File: config.mk
export PLATFORM = sky130hd
export DESIGN_NAME = bps_patch_command_decoder
export DESIGN_NICKNAME = d
export VERILOG_FILES = /design/src/sv/bpsd_pkg.sv /design/src/sv/bpsd_vlq.sv /design/src/sv/bps_patch_command_decoder.sv
export SDC_FILE = /design/constraint.sdc
export NUM_CORES = 2
export LEC_CHECK = 0
export BUFFER_PORTS_ARGS = -buffer_cell sky130_fd_sc_hd__buf_2
export CAP_MARGIN = 5
export CORE_MARGIN = 2
export CORE_UTILIZATION = 39
export CTS_CLUSTER_DIAMETER = 100
export DETAILED_ROUTE_END_ITERATION = 10
export PLACE_DENSITY = 0.64
export SYNTH_ARGS = -nofsm -noshare
export SYNTH_HDL_FRONTEND = slang
export SYNTH_SLANG_ARGS = --single-unit
File: constraint.sdc
create_clock -name clock -period 27.4 [get_ports clock]
set_input_delay 4.11 -clock clock [delete_from_list [all_inputs] [get_ports clock]]
set_output_delay 4.11 -clock clock [all_outputs]
set_load 0.005 [all_outputs]
File: src/sv/bpsd_pkg.sv
package bpsd_pkg;

   localparam int ADDR_BITS = 24;

   typedef enum logic [3:0] {
      PH_MAGIC   = 4'd0,
      PH_SRC     = 4'd1,
      PH_TGT     = 4'd2,
      PH_METALEN = 4'd3,
      PH_META    = 4'd4,
      PH_CMD     = 4'd5,
      PH_LIT     = 4'd6,
      PH_OFS     = 4'd7,
      PH_TRAILER = 4'd8,
      PH_DONE    = 4'd9,
      PH_ERROR   = 4'd10
   } phase_type;

   typedef enum logic [2:0] {
      KIND_LITERAL  = 3'd0,
      KIND_SRC_READ = 3'd1,
      KIND_SRC_COPY = 3'd2,
      KIND_TGT_COPY = 3'd3,
      KIND_DONE     = 3'd4,
      KIND_ERROR    = 3'd5
   } kind_type;

   localparam logic [1:0] ERR_MALFORMED = 2'd0;
   localparam logic [1:0] ERR_SIZE      = 2'd1;
   localparam logic [1:0] ERR_RANGE     = 2'd2;

   localparam logic [1:0] CMD_SRC_READ = 2'd0;
   localparam logic [1:0] CMD_TGT_READ = 2'd1;
   localparam logic [1:0] CMD_SRC_COPY = 2'd2;
   localparam logic [1:0] CMD_TGT_COPY = 2'd3;

   localparam logic [0:0] CSR_ROM_SIZE  = 1'd0;
   localparam logic [0:0] CSR_PATCH_LEN = 1'd1;

   localparam int TRAILER_BYTES = 12;
   localparam int MIN_PATCH     = 16;

   // "BPS1"
   function automatic logic [7:0] magic_byte(input logic [1:0] idx);
      logic [7:0] r;
      unique case (idx)
         2'd0: r = 8'h42;
         2'd1: r = 8'h50;
         2'd2: r = 8'h53;
         default: r = 8'h31;
      endcase
      return r;
   endfunction

   // result record: 3+24+24+25+8+2+24+32*3 = 206 bits -> 208
   typedef struct packed {
      logic [31:0] expected_patch_crc;
      logic [31:0] expected_target_crc;
      logic [31:0] expected_source_crc;
      logic [23:0] final_size;
      logic [1:0]  error_code;
      logic [7:0]  literal;
      logic [24:0] run_length;
      logic [23:0] src_offset;
      logic [23:0] dest_offset;
      logic [2:0]  kind;
   } rsp_type;

endpackage

File: src/sv/bpsd_vlq.sv
// One step of the variable-length number decoder: adds the next 7-bit digit.
module bpsd_vlq #(
   parameter int VW = 26
) (
   input  logic [7:0]    data,
   input  logic [VW-1:0] accum,
   input  logic [2:0]    step,
   output logic          done,
   output logic          overflow,
   output logic [VW-1:0] value,
   output logic [VW-1:0] accum_next,
   output logic [2:0]    step_next
);
   localparam int SW = VW + 8;
   logic [SW-1:0] digit, sum1, sum2, limit;
   logic [5:0]    sh, sh1;

   always_comb begin
      sh    = 6'(7 * step);
      sh1   = 6'(7 * (step + 3'd1));
      limit = SW'(1) << VW;
      digit = SW'(data[6:0]) << sh;
      sum1  = SW'(accum) + digit;
      sum2  = sum1 + (SW'(1) << sh1);
      value = sum1[VW-1:0];
      done  = 1'b0;
      overflow   = 1'b0;
      accum_next = accum;
      step_next  = step;
      if (sum1 >= limit) begin
         overflow = 1'b1;
      end else if (data[7]) begin
         done       = 1'b1;
         accum_next = '0;
         step_next  = '0;
      end else if (step == 3'd6) begin
         overflow = 1'b1;
      end else begin
         step_next  = step + 3'd1;
         accum_next = sum2[VW-1:0];
         overflow   = (sum2 >= limit);
      end
   end
endmodule

File: src/sv/bps_patch_command_decoder.sv
// A result for a patch byte is registered and offered in the cycle after the byte is accepted.
// Throughput: one patch byte per cycle while no offered result is stalled; each byte goes through one decode pass
//   (number digit add, bound compares) between the request and result registers.
// Reset: synchronous, active high; the decoder returns to magic check, clears
//   all counters, cursors and state registers, and drops any pending result (the result data register is not cleared).
module bps_patch_command_decoder (
   input  logic         clock,
   input  logic         reset,
   input  logic         req_tvalid,
   output logic         req_tready,
   input  logic [7:0]   req_tdata,   // [7:0] patch_byte
   output logic         rsp_tvalid,
   input  logic         rsp_tready,
   output logic [207:0] rsp_tdata,   // kind, dest_offset, src_offset, run_length, literal,
                                     // error_code, final_size, source/target/patch crc, pad
   input  logic         csr_we,
   input  logic [0:0]   csr_index,
   input  logic [23:0]  csr_wdata
);
   localparam int VW = bpsd_pkg::ADDR_BITS + 2;
   localparam int AW = bpsd_pkg::ADDR_BITS;
   localparam int CW = bpsd_pkg::ADDR_BITS + 4;   // signed cursor math

   // config and state
   logic [23:0] rom_size_ff, patch_len_ff;
   bpsd_pkg::phase_type phase_ff, phase_in;
   logic [23:0] pos_ff, pos_in;
   logic [VW-1:0] accum_ff, accum_in;
   logic [2:0]  step_ff, step_in;
   logic [AW-1:0] tsize_ff, tsize_in;
   logic [AW-1:0] meta_ff, meta_in;
   logic [23:0] wofs_ff, wofs_in;
   logic [VW-1:0] scur_ff, scur_in, tcur_ff, tcur_in;
   logic [1:0]  pcmd_ff, pcmd_in;
   logic [24:0] plen_ff, plen_in;
   logic [31:0] tw0_ff, tw1_ff, tw2_ff, tw0_in, tw1_in, tw2_in;
   logic        mism_ff, mism_in;

   logic        rv_ff;
   bpsd_pkg::rsp_type rsp_ff, rsp_in;
   logic        emit;

   logic vdone, vovf;
   logic [VW-1:0] vval, vacc_n;
   logic [2:0]    vstep_n;

   bpsd_vlq #(.VW(VW)) u_vlq (
      .data(req_tdata), .accum(accum_ff), .step(step_ff),
      .done(vdone), .overflow(vovf), .value(vval),
      .accum_next(vacc_n), .step_next(vstep_n)
   );

   logic accept;
   assign req_tready = !rv_ff || rsp_tready;
   assign accept     = req_tvalid && req_tready;
   assign rsp_tvalid = rv_ff;
   assign rsp_tdata  = {2'b00, rsp_ff};

   // decode one byte
   logic [23:0] tstart, tpos;
   logic [3:0]  tsel;
   logic [VW:0]   len;
   logic [CW-1:0] mag, cur, ends;
   logic [VW+1:0] wsum;
   logic [24:0] room;
   logic        big;
   bpsd_pkg::phase_type ph;

   always_comb begin
      phase_in = phase_ff; pos_in = pos_ff; accum_in = accum_ff; step_in = step_ff;
      tsize_in = tsize_ff; meta_in = meta_ff; wofs_in = wofs_ff;
      scur_in = scur_ff; tcur_in = tcur_ff; pcmd_in = pcmd_ff; plen_in = plen_ff;
      tw0_in = tw0_ff; tw1_in = tw1_ff; tw2_in = tw2_ff; mism_in = mism_ff;
      rsp_in = '0; emit = 1'b0;
      tstart = patch_len_ff - 24'(bpsd_pkg::TRAILER_BYTES);
      tpos = pos_ff - tstart;
      tsel = '0;
      len  = (VW+1)'(vval >> 2) + (VW+1)'(1);
      wsum = (VW+2)'(wofs_ff) + (VW+2)'(len);
      room = 25'(tstart) - 25'(pos_ff) - 25'd1;
      mag  = CW'(vval >> 1);
      cur  = '0; ends = '0;
      big  = (vval >> AW) != '0;
      ph   = phase_ff;
      if (phase_ff == bpsd_pkg::PH_DONE || phase_ff == bpsd_pkg::PH_ERROR) begin
         ph = phase_ff;
      end else if (patch_len_ff < 24'(bpsd_pkg::MIN_PATCH)) begin
         emit = 1'b1; rsp_in.kind = bpsd_pkg::KIND_ERROR;
         rsp_in.error_code = bpsd_pkg::ERR_MALFORMED; phase_in = bpsd_pkg::PH_ERROR;
      end else begin
         pos_in = pos_ff + 24'd1;
         if (pos_ff >= tstart && phase_ff != bpsd_pkg::PH_TRAILER) begin
            if (phase_ff == bpsd_pkg::PH_CMD && step_ff == 3'd0) begin
               ph = bpsd_pkg::PH_TRAILER; phase_in = bpsd_pkg::PH_TRAILER;
            end else begin
               ph = bpsd_pkg::PH_ERROR; emit = 1'b1;
               rsp_in.kind = bpsd_pkg::KIND_ERROR;
               rsp_in.error_code = bpsd_pkg::ERR_MALFORMED; phase_in = bpsd_pkg::PH_ERROR;
            end
         end
         unique case (ph)
            bpsd_pkg::PH_ERROR: ;
            bpsd_pkg::PH_MAGIC: begin
               if (req_tdata != bpsd_pkg::magic_byte(pos_ff[1:0])) begin
                  emit = 1'b1; rsp_in.kind = bpsd_pkg::KIND_ERROR;
                  rsp_in.error_code = bpsd_pkg::ERR_MALFORMED; phase_in = bpsd_pkg::PH_ERROR;
               end else if (pos_ff >= 24'd3) phase_in = bpsd_pkg::PH_SRC;
            end
            bpsd_pkg::PH_META: begin
               meta_in = meta_ff - AW'(1);
               if (meta_in == '0) begin
                  if (mism_ff) begin
                     emit = 1'b1; rsp_in.kind = bpsd_pkg::KIND_ERROR;
                     rsp_in.error_code = bpsd_pkg::ERR_SIZE; phase_in = bpsd_pkg::PH_ERROR;
                  end else phase_in = bpsd_pkg::PH_CMD;
               end
            end
            bpsd_pkg::PH_LIT: begin
               emit = 1'b1; rsp_in.kind = bpsd_pkg::KIND_LITERAL;
               rsp_in.dest_offset = wofs_ff; rsp_in.run_length = 25'd1;
               rsp_in.literal = req_tdata;
               wofs_in = wofs_ff + 24'd1;
               plen_in = plen_ff - 25'd1;
               if (plen_in == '0) phase_in = bpsd_pkg::PH_CMD;
            end
            bpsd_pkg::PH_TRAILER: begin
               // bytes past the last trailer slot all land in its top byte
               tsel = (tpos > 24'd11) ? 4'd11 : tpos[3:0];
               unique case (tsel[3:2])
                  2'd0: tw0_in = tw0_ff | (32'(req_tdata) << {tsel[1:0], 3'b000});
                  2'd1: tw1_in = tw1_ff | (32'(req_tdata) << {tsel[1:0], 3'b000});
                  default: tw2_in = tw2_ff | (32'(req_tdata) << {tsel[1:0], 3'b000});
               endcase
               if (tsel == 4'd11) begin
                  emit = 1'b1; phase_in = bpsd_pkg::PH_DONE;
                  rsp_in.kind = bpsd_pkg::KIND_DONE;
                  rsp_in.final_size = 24'(tsize_ff);
                  rsp_in.expected_source_crc = tw0_in;
                  rsp_in.expected_target_crc = tw1_in;
                  rsp_in.expected_patch_crc  = tw2_in;
               end
            end
            bpsd_pkg::PH_SRC, bpsd_pkg::PH_TGT, bpsd_pkg::PH_METALEN,
            bpsd_pkg::PH_CMD, bpsd_pkg::PH_OFS: begin
               accum_in = vacc_n; step_in = vstep_n;
               if (vovf) begin
                  emit = 1'b1; rsp_in.kind = bpsd_pkg::KIND_ERROR;
                  rsp_in.error_code = bpsd_pkg::ERR_MALFORMED; phase_in = bpsd_pkg::PH_ERROR;
               end else if (vdone) begin
                  unique case (ph)
                     bpsd_pkg::PH_SRC: begin
                        if (big) begin
                           emit = 1'b1; rsp_in.kind = bpsd_pkg::KIND_ERROR;
                           rsp_in.error_code = bpsd_pkg::ERR_MALFORMED;
                           phase_in = bpsd_pkg::PH_ERROR;
                        end else begin
                           mism_in = (vval != VW'(rom_size_ff));
                           phase_in = bpsd_pkg::PH_TGT;
                        end
                     end
                     bpsd_pkg::PH_TGT: begin
                        if (big) begin
                           emit = 1'b1; rsp_in.kind = bpsd_pkg::KIND_ERROR;
                           rsp_in.error_code = bpsd_pkg::ERR_MALFORMED;
                           phase_in = bpsd_pkg::PH_ERROR;
                        end else begin
                           tsize_in = vval[AW-1:0]; phase_in = bpsd_pkg::PH_METALEN;
                        end
                     end
                     bpsd_pkg::PH_METALEN: begin
                        if (big) begin
                           emit = 1'b1; rsp_in.kind = bpsd_pkg::KIND_ERROR;
                           rsp_in.error_code = bpsd_pkg::ERR_MALFORMED;
                           phase_in = bpsd_pkg::PH_ERROR;
                        end else if (vval == '0) begin
                           if (mism_ff) begin
                              emit = 1'b1; rsp_in.kind = bpsd_pkg::KIND_ERROR;
                              rsp_in.error_code = bpsd_pkg::ERR_SIZE;
                              phase_in = bpsd_pkg::PH_ERROR;
                           end else phase_in = bpsd_pkg::PH_CMD;
                        end else begin
                           meta_in = vval[AW-1:0]; phase_in = bpsd_pkg::PH_META;
                        end
                     end
                     bpsd_pkg::PH_CMD: begin
                        if (wsum > (VW+2)'(tsize_ff)) begin
                           emit = 1'b1; rsp_in.kind = bpsd_pkg::KIND_ERROR;
                           rsp_in.error_code = bpsd_pkg::ERR_RANGE;
                           phase_in = bpsd_pkg::PH_ERROR;
                        end else begin
                           unique case (vval[1:0])
                              bpsd_pkg::CMD_SRC_READ: begin
                                 emit = 1'b1;
                                 if (wsum > (VW+2)'(rom_size_ff)) begin
                                    rsp_in.kind = bpsd_pkg::KIND_ERROR;
                                    rsp_in.error_code = bpsd_pkg::ERR_RANGE;
                                    phase_in = bpsd_pkg::PH_ERROR;
                                 end else begin
                                    rsp_in.kind = bpsd_pkg::KIND_SRC_READ;
                                    rsp_in.dest_offset = wofs_ff;
                                    rsp_in.src_offset  = wofs_ff;
                                    rsp_in.run_length  = 25'(len);
                                    wofs_in = 24'(wsum);
                                 end
                              end
                              bpsd_pkg::CMD_TGT_READ: begin
                                 if (len > (VW+1)'(room)) begin
                                    emit = 1'b1; rsp_in.kind = bpsd_pkg::KIND_ERROR;
                                    rsp_in.error_code = bpsd_pkg::ERR_MALFORMED;
                                    phase_in = bpsd_pkg::PH_ERROR;
                                 end else begin
                                    plen_in = 25'(len); phase_in = bpsd_pkg::PH_LIT;
                                 end
                              end
                              default: begin
                                 pcmd_in = vval[1:0]; plen_in = 25'(len);
                                 phase_in = bpsd_pkg::PH_OFS;
                              end
                           endcase
                        end
                     end
                     default: begin
                        // offset number: signed delta applied to the chosen cursor
                        cur = (pcmd_ff == bpsd_pkg::CMD_SRC_COPY) ? CW'(scur_ff) : CW'(tcur_ff);
                        cur = vval[0] ? cur - mag : cur + mag;
                        ends = cur + CW'(plen_ff);
                        emit = 1'b1;
                        if (cur[CW-1] ||
                            ((pcmd_ff == bpsd_pkg::CMD_SRC_COPY) ? (ends > CW'(rom_size_ff))
                                                                 : (cur >= CW'(wofs_ff)))) begin
                           rsp_in.kind = bpsd_pkg::KIND_ERROR;
                           rsp_in.error_code = bpsd_pkg::ERR_RANGE;
                           phase_in = bpsd_pkg::PH_ERROR;
                        end else begin
                           rsp_in.kind = (pcmd_ff == bpsd_pkg::CMD_SRC_COPY) ?
                                         bpsd_pkg::KIND_SRC_COPY : bpsd_pkg::KIND_TGT_COPY;
                           rsp_in.dest_offset = wofs_ff;
                           rsp_in.src_offset  = 24'(cur);
                           rsp_in.run_length  = plen_ff;
                           if (pcmd_ff == bpsd_pkg::CMD_SRC_COPY) scur_in = VW'(ends);
                           else tcur_in = VW'(ends);
                           wofs_in = wofs_ff + 24'(plen_ff);
                           phase_in = bpsd_pkg::PH_CMD;
                        end
                     end
                  endcase
               end
            end
            default: ;
         endcase
      end
   end

   // state and result registers
   always_ff @(posedge clock) begin
      if (reset) begin
         rom_size_ff <= '0; patch_len_ff <= '0;
         phase_ff <= bpsd_pkg::PH_MAGIC; pos_ff <= '0; accum_ff <= '0; step_ff <= '0;
         tsize_ff <= '0; meta_ff <= '0; wofs_ff <= '0; scur_ff <= '0; tcur_ff <= '0;
         pcmd_ff <= '0; plen_ff <= '0; tw0_ff <= '0; tw1_ff <= '0; tw2_ff <= '0;
         mism_ff <= 1'b0; rv_ff <= 1'b0;
      end else begin
         if (csr_we) begin
            if (csr_index == bpsd_pkg::CSR_ROM_SIZE) rom_size_ff <= csr_wdata;
            else patch_len_ff <= csr_wdata;
         end
         // a new result replaces the one taken in the same cycle
         if (accept && emit) rv_ff <= 1'b1;
         else if (rsp_tready) rv_ff <= 1'b0;
         if (accept) begin
            phase_ff <= phase_in; pos_ff <= pos_in; accum_ff <= accum_in; step_ff <= step_in;
            tsize_ff <= tsize_in; meta_ff <= meta_in; wofs_ff <= wofs_in;
            scur_ff <= scur_in; tcur_ff <= tcur_in; pcmd_ff <= pcmd_in; plen_ff <= plen_in;
            tw0_ff <= tw0_in; tw1_ff <= tw1_in; tw2_ff <= tw2_in; mism_ff <= mism_in;
         end
      end
   end

   always_ff @(posedge clock) begin
      if (accept && emit) rsp_ff <= rsp_in;
   end

`ifndef SYNTHESIS
   a_sticky_error: assert property (@(posedge clock) disable iff (reset)
      phase_ff == bpsd_pkg::PH_ERROR |=> phase_ff == bpsd_pkg::PH_ERROR)
      else $error("error phase left");
   a_err_emits: assert property (@(posedge clock) disable iff (reset)
      accept && phase_in == bpsd_pkg::PH_ERROR && phase_ff != bpsd_pkg::PH_ERROR |-> emit)
      else $error("error without result");
   a_hold: assert property (@(posedge clock) disable iff (reset)
      rv_ff && !rsp_tready |=> rv_ff && $stable(rsp_ff))
      else $error("result lost under stall");
   a_no_emit_end: assert property (@(posedge clock) disable iff (reset)
      phase_ff == bpsd_pkg::PH_DONE |-> !emit)
      else $error("result after done");
`endif
endmodule

# Word level (Yosys, flattened, before mapping)
# Cells that the tools add are included.
dict set report word_totals {
  ff_bits 560
  latch_bits 0
  ram_bits 0
  mem_bits_ro 0
  inputBits 38
  out_inout_bits 210
  elab_cells 287
  mem_count 0
}
dict set report classes {
  addsub 18
  mul 2
  n_div 0
  order_cmp 11
  eq_ne 36
  shifts 3
  n_mux 125
  bitwise_logic 19
  n_reduce_logical 44
}
# op n
set ops {}
lappend ops {{$mux W73} 5}
lappend ops {{$mux W24} 11}
lappend ops {{$pmux W24 S2} 4}
lappend ops {{$pmux W25 S2} 3}
lappend ops {{$pmux W73 S2} 1}
lappend ops {{$mux W25} 5}
lappend ops {{$mux W32} 3}
lappend ops {{$or A32 B32 Y32} 3}
lappend ops {{$mux W4} 21}
lappend ops {{$mux W26} 3}
lappend ops {{$mux W76} 1}
lappend ops {{$ge A34 B27 Y1 const B} 2}
lappend ops {{$gt A26 B24 Y1} 2}
lappend ops {{$mux W3} 17}
lappend ops {{$sub A25 B1 Y25 const B} 2}
lappend ops {{$add A24 B1 Y24 const B} 2}
lappend ops {{$reduce_and A9 Y1} 4}
lappend ops {{$add A26 B34 Y34} 1}
lappend ops {{$add A34 B34 Y34} 1}
lappend ops {{$shl A1 B6 Y34 const A} 1}
lappend ops {{$shl A7 B6 Y34} 1}
lappend ops {{$mul A3 B32 Y6 const A} 1}
lappend ops {{$shl A8 B5 Y32} 1}
lappend ops {{$add A28 B25 Y28} 1}
lappend ops {{72 further kinds} 162}

# Logic depth before layout (Yosys ltp)
dict set report logic_depth {
  depth_word 17
  ltp_mapped 52
  mapped_depth_nobuf 47
}

# Hierarchy
# A second synthesis with hierarchy kept.
dict set report unflattened {
  hier_cells 5273
  hier_area_um2 42329.3
}
# mod instances cells_per_inst area_per_inst_um2 seq_area_each_um2
set by_module_without_submodules {}
lappend by_module_without_submodules {bps_patch_command_decoder 1 4624 37952.6 13272.7}
lappend by_module_without_submodules {bpsd_vlq 1 649 4376.7 0.0}

# Least setup slack after synthesis
# OpenSTA, ideal clock, no wires.
dict set report synth_path {
  path_type {input to register}
  startpoint {input req_tdata[1]}
  endpoint {register rsp_ff, in the netlist rsp_tdata[0] (enable)}
  setup_ns 0.775
  arrival_ns 18.852
  setup_slack_ns 7.772
  path_stages 37
  cell_sequence {clkbuf_1 -> clkbuf_1 -> nand2_1 -> nor2_1 -> fa_1 -> a211o_1 -> a2111o_1 -> and2_4 -> o21ai_0 -> and2_1 -> xor2_1 -> nor3_1 -> and3_1 -> nand2_1 -> xnor2_1 -> ha_1 -> nand3_1 -> a211oi_1 -> or3_1 -> and2_1 -> o21a_1 -> nor2_1 -> xnor2_1 -> ha_1 -> a21o_1 -> a21o_1 -> a21oi_1 -> nor2b_1 -> o21ai_0 -> nand2b_1 -> o21ai_0 -> a21oi_1 -> o31a_1 -> o31ai_1 -> nand3_1 -> nor3_1 -> nor2_1}
}
dict set report synth_between {
  elab_chain_len 14
  elab_cells_between_ends 32
  cone_classes {add/sub: 4; order compare: 4; eq/ne: 2; shift: 1; mux: 17; reduce/logical: 4}
}
# element line
set synth_lines {}
lappend synth_lines {{from (decl)} bps_patch_command_decoder.sv:11} ;# input logic [7:0] req_tdata,
lappend synth_lines {{parallel branches: the longest is 10 deep, another holds $add A26 B34 Y34} -}
lappend synth_lines {{$pmux W1 S5 *} bps_patch_command_decoder.sv:101} ;# unique case (ph)
lappend synth_lines {{$mux W1 *} bps_patch_command_decoder.sv:87} ;# end else if (patch_len_ff < 24'(bpsd_pkg::MIN_PATCH)) begin
lappend synth_lines {{$mux W1 *} bps_patch_command_decoder.sv:85} ;# if (phase_ff == bpsd_pkg::PH_DONE || phase_ff == bpsd_pkg::PH_ERROR) begin
lappend synth_lines {{$logic_and A1 B1 Y1 *} bps_patch_command_decoder.sv:280} ;# if (accept && emit) rsp_ff <= rsp_in;
lappend synth_lines {{to (signal assigned)} bps_patch_command_decoder.sv:280}
lappend synth_lines {{to (decl)} bps_patch_command_decoder.sv:40} ;# bpsd_pkg::rsp_type rsp_ff, rsp_in;
# Every way passes the cells marked *.
# A chain may end at the register's enable or synchronous reset.

# Final worst setup path
dict set report layout_path {
  startpoint {input req_tdata[0]}
  endpoint {register wofs_ff[10]}
}
dict set report layout_between {
  elab_cells_between_ends 36
  cone_classes {add/sub: 7; order compare: 6; eq/ne: 6; shift: 1; mux: 13; reduce/logical: 3}
}
# element line
set layout_lines {}
lappend layout_lines {{$shl A7 B6 Y34 *} bpsd_vlq.sv:22} ;# digit = SW'(data[6:0]) << sh;
lappend layout_lines {{$add A26 B34 Y34 *} bpsd_vlq.sv:23} ;# sum1 = SW'(accum) + digit;
lappend layout_lines {{via u_vlq.sum1[16]} bpsd_vlq.sv:15} ;# logic [SW-1:0] digit, sum1, sum2, limit;
lappend layout_lines {{$add A26 B25 Y27 or $sub A26 B25 Y27 (tied branches)} bps_patch_command_decoder.sv:225} ;# cur = vval[0] ? cur - mag : cur + mag;
lappend layout_lines {{$mux W28} bps_patch_command_decoder.sv:225}
lappend layout_lines {{$add A28 B25 Y28} bps_patch_command_decoder.sv:226} ;# ends = cur + CW'(plen_ff);
lappend layout_lines {{$gt A28 B24 Y1} bps_patch_command_decoder.sv:229} ;# ((pcmd_ff == bpsd_pkg::CMD_SRC_COPY) ? (ends > CW'(rom_size_ff))
lappend layout_lines {{$mux W1} bps_patch_command_decoder.sv:229}
lappend layout_lines {{$logic_or A1 B1 Y1} bps_patch_command_decoder.sv:228} ;# if (cur[CW-1] ||
lappend layout_lines {{$ne A3 B3 Y1 (no line)} -}
lappend layout_lines {{$reduce_and A11 Y1 (no line) *} -}
lappend layout_lines {{to (signal assigned)} bps_patch_command_decoder.sv:272} ;# tsize_ff <= tsize_in; meta_ff <= meta_in; wofs_ff <= wofs_in;
lappend layout_lines {{to (decl)} bps_patch_command_decoder.sv:32} ;# logic [23:0] wofs_ff, wofs_in;
# The timed path passes the listed nets; every way through them passes the cells marked *. The select of a mux whose other input is x is not followed.

==> flow_summary_export.csv <==
group,metric,value,unit
route,drc_errors,0,
yosys,synth_edf_count,206,
yosys,synth_area_leaders,"dfxtp_1 (17%), edfxtp_1 (15%), ha_1 (11%)",
finish,most-common-layout-cells,"nor2_1 (725), a21oi_1 (575), ha_1 (370)",
yosys,synth-xor-area-share,6.03,%
route,vias,38700,
die,die_x,326,um
job,cap_violations,0,
worst_setup_path,cp_slowest_stage_delay,0.85,ns
worst_setup_path,crit_family,"compound AO/OA/AOI/OAI gates",
die,core-area,103000,um^2
yosys,seq_area_frac_synth,32.7,%
power,p_per_area,58.9,nW/um^2
worst_setup_path,cp.required,27.94,ns
global_routing,grt_max_degree,98,
timing,setup_viol,0,
clocking,clkTransAtPathRegs,0.06,ns
placement,io_buffers,245,
yosys,synth_top_area_cell,"dfxtp_1",
finish,drive_gt1_share,10.5,%
clocking,ctsHoldBuffers,0,
route,viasPerCell,5.91,
clocking,cts_buffers,66,
yosys,syn_avg_cell_area,8.15,um^2
route,firstDrtPassIters,5,
yosys,synth_cell_type_count,107,
clocking,cts_tree,"done",
timing,fmax,66.2,MHz
timing,timing_hold_violations_final,0,
route,drtIter0Drc,4069,
finish,synthToLayoutAreaGrowth,12.0,%
timing,clock_skew,0.0459,ns
power,leakagePower,18.5,nW
worst_setup_path,crit_arrival,15.64,ns
yosys,synth_top_family_by_area,"compound AO/OA/AOI/OAI gates",
clocking,cts_root_buf,"clkbuf_16",
outcome,status,"finished clean",
worst_setup_path,crit_slowest_cell,"xnor2_1",
worst_hold_path,hold_path_class,"flop to flop",
yosys,synth_top_area_share,17.5,%
timing,period_needed,15.10,ns
timing,period_share,55.1,%
yosys,synthMuxAreaShare,2.85,%
die,die-area,107000,um^2
clocking,cts_setup_buffers,0,
die,pin_count,248,
die,rows,118,
worst_setup_path,endpoint_kind,"flop",
placement,gp_routability_congestion,0.992,
timing,relSlewSlack,19.4,%
timing,worst_slew_pin_slew,1.21,ns
die,fp.dieH,326,um
clocking,clkSinkCount,560,
global_routing,grt_pass1_wl,226,mm
route,routed_wl,154,mm
timing,slew_viol_final,0,
yosys,yosys.area_share.adder,12.0,%
yosys,ys_seq_elements,560,
power,peakVddDrop,0.0474,mV
die,start_util,39.2,%
clocking,htreeDepth,3,
placement,dpl.cell_count,6418,
worst_setup_path,path_max_fanout,48,
yosys,syn_inst,4977,
global_routing,grt_overflow_total,0,
route,wl_per_cell,23.5,um
global_routing,grt_pass1_vias,35600,
worst_setup_path,path_common_cell,"o21ai_0",
finish,final_common_cell,"nor2_1",
placement,dp_hpwl,117,mm
global_routing,antenna_found_initial,0,
finish,nets,5525,
yosys,synthSimpleGateAreaFrac,19.8,%
worst_setup_path,crit_buf_inv,2,
timing,setup_tns,0,ns
global_routing,grt_usage,27.6,%
yosys,synth_area,40600,um^2
finish,layoutNonFillerInstCount,6540,
worst_setup_path,critical_path_class,"primary input to flop",
clocking,clk-insertion-delay-late,0.65,ns
clocking,post_cts_resized,0,
yosys,async_reset_ff_share,0,%
yosys,synth_compound_area_share,21.4,%
clocking,clockBufferDepth,3,
yosys,synth_ff_type,"dfxtp_1",
worst_setup_path,start_kind,"primary input",
yosys,synth_warnings,0,
route,detail-route-antenna-nets,0,
timing,rsz0062_at_grt,"no",
synth_stat cells, drive strengths merged, types with 11 or more instances:
master and number:
a221oi 13, clkbuf 234, dfxtp 354, o31ai 19, and2 27, or2 17, xor2 77, o31a 14
o21bai 44, nand2 339, buf 39, a211o 13, nand4 66, o211ai 25, edfxtp 206, fa 11
xnor2 197, mux2 26, nand3b 11, nand3 102, nand2b 49, a21o 110, and3 68, nor2b 49
a211oi 58, ha 370, or3 30, o21a 50, o41ai 11, a31oi 42, a22o 23, nor3 115
a22oi 48, or4 16, nor2 734, o21ai 228, a21oi 575, and4 11, nor4 65, inv 264
mux2i 86, o22ai 16
final timing paths:
path | endpoint | depth (start not counted) | slack, ns | start
worst max register to register | wofs_ff[10]$_SDFFE_PP0P_ | 44 | 14.61 | step_ff[0]$_SDFFE_PP0P_
worst max-delay path | wofs_ff[10]$_SDFFE_PP0P_ | 44 | 12.30 | req_tdata[0]
worst min-delay path | rom_size_ff[11]$_SDFFE_PP0P_ | 2 | 0.46 | rom_size_ff[11]$_SDFFE_PP0P_
worst min register to register | rom_size_ff[11]$_SDFFE_PP0P_ | 2 | 0.46 | rom_size_ff[11]$_SDFFE_PP0P_
stage by stage:
stage          instance area, um^2  power [W]  hold slack (ns)  util (%)  worst slack, ns
6_report                     45400    0.00268            0.457      44.0            12.30
5_1_grt                      45400    0.00279            0.479      44.0            11.75
4_1_cts                      45400    0.00268            0.459      44.0            12.56
3_5_place_dp                 43100    0.00174            0.451      41.7            11.98
3_3_place_gp                 43100    0.00173            0.445      41.7            12.14
2_1_floorplan                40600    0.00148            0.436         -             7.77
worst register-to-register path: cells and delay by family (launching register included):
kind            cells  cell delay [ns]
compound gates     23             4.70
flops               1             0.86
simple gates       11             2.30
buf+inv             2             1.07
fa+ha+maj           5             2.06
xor+xnor            3             1.69
cell type report:
type / count / area, um^2
Antenna cell: 2 / 5.00
Clock buffer: 87 / 1830
Clock inverter: 33 / 463
Fill cell: 10400 / 57900
Inverter: 270 / 1010
Multi-Input combinational cell: 3875 / 25200
Sequential cell: 560 / 13300
Tap cell: 1380 / 1730
Timing Repair Buffer: 333 / 1900
flip-flops by register name, indices dropped and copies added, names as in the netlist, 25 cells and up:
| name | count |
|---|---|
| rsp_tdata | 206 |
| tw0_ff | 32 |
| tw1_ff | 32 |
| tw2_ff | 32 |
| accum_ff | 26 |
| scur_ff | 26 |
| tcur_ff | 26 |
| plen_ff | 25 |
cells by family (layout without fill, tap and decap cells):
family / count (synthesis) / after routing
compound gates: 1380 / 1380
xor+xnor: 276 / 276
fa+ha+maj: 382 / 382
buf+inv: 543 / 723
flops: 560 / 560
mux: 112 / 112
other cells: 1 / 4
simple gates: 1723 / 1723
per-layer routing:
metal / vias up / GRT usage, % / part of all wire, %
li1: 18000 / - / -
met1: 18700 / 37.5 / 43
met2: 1674 / 44.2 / 45
met3: 315 / 3.66 / 7.5
met4: 0 / 11.1 / 4.4
met5: - / 0 / 0
where the power goes:
part	total [W]	leakage, nW	switching (W)	internal (W)
Clock	0.000940	1.11	0.000394	0.000546
Combinational	0.000758	12.5	0.000501	0.000257
Sequential	0.000979	4.87	0.0000397	0.000939
Total	0.00268	18.5	0.000934	0.00174
Note: power is estimated with default switching activity, not from simulation.
